==> src/rtl/gd2_pkg.sv <==
// Shared types and constants for the 3x3 binomial reduce-by-two block.
// No dependencies; imported by every module of the block.
package gd2_pkg;

    // Fixed field widths
    localparam int PIX_W     = 8;
    localparam int CFG_W     = 12;
    localparam int CFG_IDX_W = 4;

    // Default store dimensions
    localparam int DEF_MAX_WIDTH  = 2048;
    localparam int DEF_MAX_HEIGHT = 2048;

    // Register reset values
    localparam logic [CFG_W-1:0] WIDTH_RESET  = 12'd640;
    localparam logic [CFG_W-1:0] HEIGHT_RESET = 12'd480;

    // Register indexes
    typedef enum logic [CFG_IDX_W-1:0] {
        REG_FRAME_WIDTH  = 4'd0,
        REG_FRAME_HEIGHT = 4'd1
    } gd2_reg_idx_t;

    // Position tag of one source pixel, carried from the counters to the filter
    typedef struct packed {
        logic             odd_row;    // source row is odd
        logic             row_one;    // source row is 1
        logic             row_zero;   // source row is 0
        logic             last_row;   // last row of the frame
        logic             odd_col;    // source column is odd
        logic             col_one;    // source column is 1
        logic             col_zero;   // source column is 0
        logic             last_col;   // last column of the row
        logic [PIX_W-1:0] pixel;
    } gd2_tag_t;

endpackage

==> src/rtl/gd2_filter.sv <==
// Vertical and horizontal 1-2-1 filter stage with the output register.
// Depends on gd2_pkg for the tag struct and pixel width.
module gd2_filter (
    input  logic                      aclk,
    input  logic                      aresetn,
    input  logic                      load,       // a source word enters the stage
    input  gd2_pkg::gd2_tag_t         tag_in,
    input  logic [gd2_pkg::PIX_W-1:0] rd_even,    // aligned with the stage register
    input  logic [gd2_pkg::PIX_W-1:0] rd_odd,
    output logic                      in_ready,
    output logic                      m_valid,
    input  logic                      m_ready,
    output logic [gd2_pkg::PIX_W-1:0] m_pixel_out,
    output logic                      m_row_end,
    output logic                      m_frame_end
);
    import gd2_pkg::*;

    logic             stg_valid_reg, stg_valid_next;
    gd2_tag_t         tag_reg;
    logic [PIX_W-1:0] vs_one_reg, vs_one_next;
    logic [PIX_W-1:0] vs_two_reg, vs_two_next;
    logic             out_valid_reg, out_valid_next;
    logic [PIX_W-1:0] out_pix_reg;
    logic             out_row_end_reg, out_frame_end_reg;

    logic             advance, fire;
    logic             have_v, emit;
    logic [PIX_W-1:0] top, left, vert, res;
    logic [PIX_W+1:0] vsum, hsum;

    // Handshake: stage moves when the output slot is free or being taken
    always_comb begin
        advance  = !out_valid_reg || m_ready;
        in_ready = !stg_valid_reg || advance;
        fire     = stg_valid_reg && advance;
    end

    // Vertical result
    always_comb begin
        have_v = 1'b0;
        top    = tag_reg.row_one ? rd_even : rd_odd;
        vsum   = '0;
        if (tag_reg.odd_row) begin
            vsum   = {2'b00, top} + {1'b0, rd_even, 1'b0} + {2'b00, tag_reg.pixel};
            have_v = 1'b1;
        end else if (tag_reg.last_row) begin
            // bottom edge: the row below repeats this one
            top    = tag_reg.row_zero ? tag_reg.pixel : rd_odd;
            vsum   = {2'b00, top} + {1'b0, tag_reg.pixel, 1'b0} + {2'b00, tag_reg.pixel};
            have_v = 1'b1;
        end
        vert = vsum[PIX_W+1:2];
    end

    // Horizontal result
    always_comb begin
        emit = 1'b0;
        left = tag_reg.col_one ? vs_one_reg : vs_two_reg;
        hsum = '0;
        if (tag_reg.odd_col) begin
            hsum = {2'b00, left} + {1'b0, vs_one_reg, 1'b0} + {2'b00, vert};
            emit = have_v;
        end else if (tag_reg.last_col) begin
            // right edge: the column to the right repeats this one
            left = tag_reg.col_zero ? vert : vs_one_reg;
            hsum = {2'b00, left} + {1'b0, vert, 1'b0} + {2'b00, vert};
            emit = have_v;
        end
        res = hsum[PIX_W+1:2];
    end

    // Next-state logic
    always_comb begin
        stg_valid_next = in_ready ? load : stg_valid_reg;
        out_valid_next = advance ? (fire && emit) : out_valid_reg;
        vs_one_next    = vs_one_reg;
        vs_two_next    = vs_two_reg;
        if (fire && have_v) begin
            vs_two_next = vs_one_reg;
            vs_one_next = vert;
        end
    end

    // Control registers
    always_ff @(posedge aclk) begin
        if (!aresetn) begin
            stg_valid_reg <= 1'b0;
            out_valid_reg <= 1'b0;
            vs_one_reg    <= '0;
            vs_two_reg    <= '0;
        end else begin
            stg_valid_reg <= stg_valid_next;
            out_valid_reg <= out_valid_next;
            vs_one_reg    <= vs_one_next;
            vs_two_reg    <= vs_two_next;
        end
    end

    // Payload registers
    always_ff @(posedge aclk) begin
        if (load && in_ready) begin
            tag_reg <= tag_in;
        end
        if (fire && emit) begin
            out_pix_reg       <= res;
            out_row_end_reg   <= tag_reg.last_col;
            out_frame_end_reg <= tag_reg.last_col && tag_reg.last_row;
        end
    end

    assign m_valid     = out_valid_reg;
    assign m_pixel_out = out_pix_reg;
    assign m_row_end   = out_row_end_reg;
    assign m_frame_end = out_frame_end_reg;

endmodule

==> config.mk <==
export PLATFORM = sky130hd
export DESIGN_NAME = gd2_filter
export DESIGN_NICKNAME = d
export VERILOG_FILES = /design/src/rtl/gd2_pkg.sv /design/src/rtl/gd2_filter.sv
export SDC_FILE = /design/constraint.sdc
export NUM_CORES = 1
export LEC_CHECK = 0
export BUFFER_PORTS_ARGS = -buffer_cell sky130_fd_sc_hd__buf_2
export CORE_ASPECT_RATIO = 1.25
export CORE_MARGIN = 4
export CORE_UTILIZATION = 31
export DETAILED_ROUTE_END_ITERATION = 6
export PLACE_DENSITY_LB_ADDON = 0.3
export SLEW_MARGIN = 20
export SYNTH_ARGS = -nofsm -noshare
export SYNTH_HDL_FRONTEND = slang
export SYNTH_SLANG_ARGS = --single-unit
==> constraint.sdc <==
create_clock -name aclk -period 4.7 [get_ports aclk]
set_input_delay 0.705 -clock aclk [delete_from_list [all_inputs] [get_ports aclk]]
set_output_delay 0.705 -clock aclk [all_outputs]
set_load 0.02 [all_outputs]
==> metrics.csv, run 1 <==
metric;value;unit
status;complete, but fails checks;
violations;negative setup slack;
critPathCaptureType;flop;
async_reset_ff_share;0;%
hp-start;vs_two_reg[1]$_SDFFE_PN0P_;
r2r_slack;-0.18;ns
reg2reg_from;tag_reg[13]$_DFFE_PP_;
yosysWarnings;0;
ys_top_cells_by_count;inv_1 (41), nand2_1 (34), fa_1 (30), ha_1 (30), a21oi_1 (27);
drive_gt1_share;39.9;%
ys_types;56;
fin_setup_tns;-0.533;ns
grt_remaining_overflow;0;
ys_seq_elements;44;
hp-class;reg -> reg;
critPathArrivalTime;4.90;ns
avgRoutedWirePerCell;15.3;µm
period_needed;4.88;ns
worstMarginPinSlew;0.902;ns
place_area;5090;µm²
hold_viol;0;
cts_root_buf;clkbuf_16;
yosysMostFrequentCell;inv_1;
post-route-period-util;104;%
fin_cells;713;
yosysTopAreaCell;edfxtp_1;
path_clk_slew;0.07;ns
clock_skew;0.00831;ns
pwr_density_cell;450;nW/µm²
synthToLayoutAreaGrowth;39.4;%
drt-total-wl;10900;µm
cp-start-kind;flop;
cts_sinks;44;
synth.net_count;501;
cts_tree;done;
yosys-top-cells-area;edfxtp_1 (20%), fa_1 (15%), ha_1 (9.5%), dfxtp_1 (9.1%), mux2_2 (4.0%);
num_io_pins;48;
dr.pass1.iters;6;
ys_seq_area_share;28.7;%
synth_top_family_by_area;adder cells;
coreArea;12300;µm²
htree_levels;2;
slew_violations;0;
p_leak;0.00241;µW
r2r-end;m_pixel_out[5]$_DFFE_PP_;
cpLargestDelayFamily;adder cells;
diodes;0;
gp_congestion;0.867;
finalSetupViolCount;5;
ant_nets;0;
yosys.area_share.adder;24.6;%
relSlewSlack;39.4;%
die_w;109;µm
synth_compound_gate_area_share;18.2;%
maxCapViolCount;0;
fin_ws;-0.181;ns
hold_end;vs_two_reg[1]$_SDFFE_PN0P_;
required;4.72;ns
synthXorXnorAreaFrac;3.75;%
finish.utilization;44.9;%
vias;3564;
vdd_drop_max;0.204;mV
routed_via_density;5.00;
path_buf_inv;4;
netlist_area;3970;µm²
rsz0062_at_grt;true;
die_height;135;µm
ys.flop_type;edfxtp_1;
cp_max_fo;6;
netlist_instances;405;
antenna_found_initial;0;
grt_pass1_wl;17700;µm
pre_cts_ws;-0.458;ns
worstSetupPathType;reg -> reg;
grt_use_total;15.1;%
synthSimpleGateAreaFrac;12.4;%
worst-r2r-cell-count;19;
drtIter0Drc;146;
cpMaxStageDelayCell;fa_1;
largest_register_ffs;16;
max_stage_delay;0.54;ns
grt_pass1_vias;3738;
synth.area.mux_share;6.99;%
clk_path_buf_depth;2;
cp_cell_sequence;buf_6 -> mux2i_4 -> fa_1 -> or3_4 -> fa_2 -> nor2b_4 -> o21a_1 -> or3_4 -> a41oi_4 -> buf_6 -> fa_1 -> inv_2 -> ha_4 -> nor2b_4 -> o21ai_2 -> a21boi_2 -> buf_4 -> o31ai_2 -> o221ai_2;
numPortBuffers;47;
netlist.area_leader.share;19.7;%
avgSynthCellArea;9.81;µm²
start_util;32.2;%
dieArea;14700;µm²
place_hpwl;8660;µm
fin_nets;644;
stdcell_area;5540;µm²
rows;45;
synth_edf_count;26;
grt_max_degree;23;
clkLatencyLatePin;0.29;ns
max_freq;0.205;GHz
dp.cells;692;
whs_path_depth;2;
cts_buffers;5;
drc;0;
power breakdown:
group          internal, µW  switching [µW]  total, µW
logic                   857             788       1650
registers               449            21.1        470
clock network           227             148        375
logic make-up after synthesis:
family	Yosys count
DFF	44
muxes	26
xor gates and xnor gates	17
AOI/OAI and AO/OA	110
buffers and inverters	51
and+or+nand+nor	97
adders and majority gates	60
per-layer routing:
metal | global-route usage [%] | routed length (µm) | vias to the layer above
li1 | - | - | 1738
met1 | 15.9 | 4180 | 1742
met2 | 29.9 | 6120 | 63
met3 | 1.87 | 252 | 21
met4 | 5.68 | 329 | 0
met5 | 0 | 0 | -
worst reg2reg max path: cells and delay by family, from the launching register on:
| kind | cells | cell delay (ns) |
|---|---|---|
| AND/OR/NAND/NOR | 4 | 0.79 |
| multiplexers | 1 | 0.19 |
| flip-flops | 1 | 0.38 |
| adder cells (fa/ha/maj) | 4 | 1.71 |
| AO/OA/AOI/OAI | 6 | 1.01 |
| buffers and inverters | 4 | 0.52 |
layout make-up:
class                   instances  area [µm²]
fillers                      1169        6790
clock buffers                   8         156
inverters                      41         154
well taps                     164         205
flip-flops and latches         44        1140
multi-input cells             310        2890
repair buffers                146         990
stage by stage:
step / hold WS, ns / total power (µW)
after floorplan: 0.441 / 1380
after global placement: 0.449 / 1930
after detailed placement: 0.461 / 1940
after CTS: 0.469 / 2410
after global routing: 0.492 / 2700
final: 0.465 / 2490
worst max-delay path by stage:
stage	start	endpoint	slack (ns)	cells past startpoint
floorplan	rd_odd[1]	m_pixel_out[7]$_DFFE_PP_	0.003	19
global placement	rd_odd[3]	m_pixel_out[7]$_DFFE_PP_	-0.37	17
detailed placement	rd_odd[1]	m_pixel_out[5]$_DFFE_PP_	-0.46	19
CTS	tag_reg[13]$_DFFE_PP_	m_pixel_out[7]$_DFFE_PP_	-0.15	20
global route	tag_reg[13]$_DFFE_PP_	m_pixel_out[7]$_DFFE_PP_	-0.37	20
finish	tag_reg[13]$_DFFE_PP_	m_pixel_out[5]$_DFFE_PP_	-0.18	19
cells in the final DEF (no fill, tap or decap), drive strengths merged, types with 10 or more instances in the layout:
cell type and n:
o21ai 26, nor2 17, edfxtp 26, xnor2 10
buf 146, mux2i 12, ha 30, nand2 34
inv 41, o21a 10, nor2b 10, mux2 14
a21oi 27, dfxtp 18, fa 30
what timing repair did:
action,4_1_cts,5_1_grt
cloned,0,0
setup buffers,9,5
pin swaps,10,16
hold buffers,0,0
resized for setup,24,22
setup endpoints to repair,5,6
endpoints found under the hold margin,0,0
No activity file was read; power rests on OpenSTA's default activity.
==> inputs of run 2 (changes only) <==
Settings changed: MAX_ROUTING_LAYER set to met4.
Clock period 4.7 ns to 5.4 ns, I/O delays scaled along.
==> metrics.csv, run 2 (synthesized netlist as in run 1, its figures left out) <==
metric;value;unit;change
status;completed;;
required;5.43;ns;+0.71 ns
finalSetupViolCount;0;;-5
vdd_drop_max;0.179;mV;-12%
dieArea;14700;µm²;unchanged
start_util;32.2;%;unchanged
grt_pass1_wl;15500;µm;-12%
worstMarginPinSlew;0.832;ns;-0.0708 ns
layout_commonest_cell;buf_2;;
hold_buffers;0;;unchanged
antenna_found_initial;0;;unchanged
grt_pass1_vias;3251;;-13%
drtIter0Drc;100;;-32%
max_freq;0.192;GHz;
pwr_density_cell;371;nW/µm²;-17%
gp_congestion;0.825;;-4.8%
numPortBuffers;47;;unchanged
maxCapViolCount;0;;unchanged
hold_viol;0;;unchanged
post-route-period-util;96.2;%;
cp-start-kind;input port;;
regArea;1140;µm²;unchanged
fin_nets;567;;-12%
clkLatencyLatePin;0.30;ns;about the same
largest_register_ffs;16;;unchanged
whs_path_depth;2;;unchanged
grt_max_degree;23;;unchanged
coreArea;12300;µm²;unchanged
hp-start;vs_two_reg[5]$_SDFFE_PN0P_;;
vias;3161;;-11%
power;1740;µW;-30%
die_w;109;µm;unchanged
clock_skew;0.00902;ns;+0.000706 ns
drc;0;;unchanged
diodes;0;;unchanged
htree_levels;2;;unchanged
worst-r2r-cell-count;19;;unchanged
layout_common_cells;buf_2 (47), inv_1 (41), nand2_1 (34);;
r2r_slack;0.32;ns;+0.50 ns
place_hpwl;7920;µm;-8.6%
cp_max_fo;5;;-1
relSlewSlack;44.2;%;+4.8 points
dp.cells;622;;-10%
critPathArrivalTime;5.23;ns;+0.33 ns
cts_root_buf;clkbuf_16;;
die_height;135;µm;unchanged
critPathCaptureType;flop;;
grt_remaining_overflow;0;;unchanged
hold_end;vs_two_reg[5]$_SDFFE_PN0P_;;
fin_ws;0.205;ns;+0.386 ns
fillers;1230;;+5.2%
r2r-end;m_pixel_out[7]$_DFFE_PP_;;
multi_input_area;2630;µm²;-8.9%
pre_cts_ws;-0.216;ns;+0.242 ns
drive_gt1_share;21.2;%;-19 points
rsz0062_at_grt;false;;
fin_cells;636;;-11%
period_needed;5.20;ns;
hp-class;reg -> reg;;
ant_nets;0;;unchanged
cts_buffers;5;;unchanged
drt-total-wl;9580;µm;-12%
path_clk_slew;0.07;ns;about the same
cts_tree;done;;
worstSetupPathType;in -> reg;;
dr.pass1.iters;4;;-2
cts_sinks;44;;unchanged
avgRoutedWirePerCell;15.1;µm;-1.4%
routed_via_density;4.97;;-0.57%
finish.utilization;38.0;%;-7.0 points
slew_violations;0;;unchanged
rows;45;;unchanged
grt_use_total;13.8;%;-1.4 points
synthToLayoutAreaGrowth;17.8;%;
p_leak;0.00198;µW;-18%
num_io_pins;48;;unchanged
clk_path_buf_depth;2;;unchanged
reg2reg_from;tag_reg[13]$_DFFE_PP_;;
-- run 2: timing repair --
action,4_1_cts,5_1_grt
endpoints found under the setup margin,0,3
buffers inserted,0,6
resized for setup,0,4
-- run 2: worst max-delay path, stage by stage --
cell and delay (ns):
buf_2 0.10, mux2i_1 0.17, fa_1 0.48, or3_1 0.38
fa_1 0.39, nor2b_1 0.22, o21a_1 0.16, or3_1 0.12
a41oi_2 0.15, buf_4 0.20, fa_1 0.53, inv_1 0.04
ha_1 0.29, nor2b_1 0.14, o21ai_0 0.24, a21boi_0 0.20
o311a_1 0.33, o211ai_1 0.17, o31ai_1 0.10
-- run 2: worst max path at each step --
stage | endpoint | startpoint | slack, ns
after detailed placement | m_pixel_out[7]$_DFFE_PP_ | rd_odd[1] | -0.22
final | m_pixel_out[7]$_DFFE_PP_ | rd_odd[1] | 0.20
after global placement | m_pixel_out[7]$_DFFE_PP_ | rd_odd[1] | -0.14
after floorplan | m_pixel_out[5]$_DFFE_PP_ | rd_odd[1] | 0.29
after global routing | m_pixel_out[5]$_DFFE_PP_ | rd_odd[1] | 0.03
after CTS | m_pixel_out[7]$_DFFE_PP_ | tag_reg[14]$_DFFE_PP_ | 0.009
-- run 2: power breakdown --
part	internal (µW)	switching (µW)	total [µW]
combinational	453	557	1010
sequential	391	22.8	413
clock	173	142	315
-- run 2: layer usage --
layer / vias up / share of wire [%] / GRT usage [%]
met4: 0 / 2.7 / 4.92
met3: 15 / 3.5 / 1.72
met1: 1485 / 40 / 14.5
li1: 1581 / - / -
met2: 80 / 54 / 25.9
met5: - / 0 / -
-- run 2: metrics by stage --
stage	setup TNS, ns	hold WS [ns]	area, µm²
after global placement	-0.140	0.450	4470
final	0	0.469	4680
after global routing	0	0.501	4680
after floorplan	0	0.441	3970
after CTS	0	0.471	4620
after detailed placement	-0.225	0.461	4470
-- run 2: final cells by class --
type	instances	share of cell area (%)
clock buffer	5	2.67
clock inverter	3	0.455
inverter	41	3.29
multi-input combinational	310	56.3
sequential	44	24.4
tap	164	4.39
timing repair buffer	69	8.56
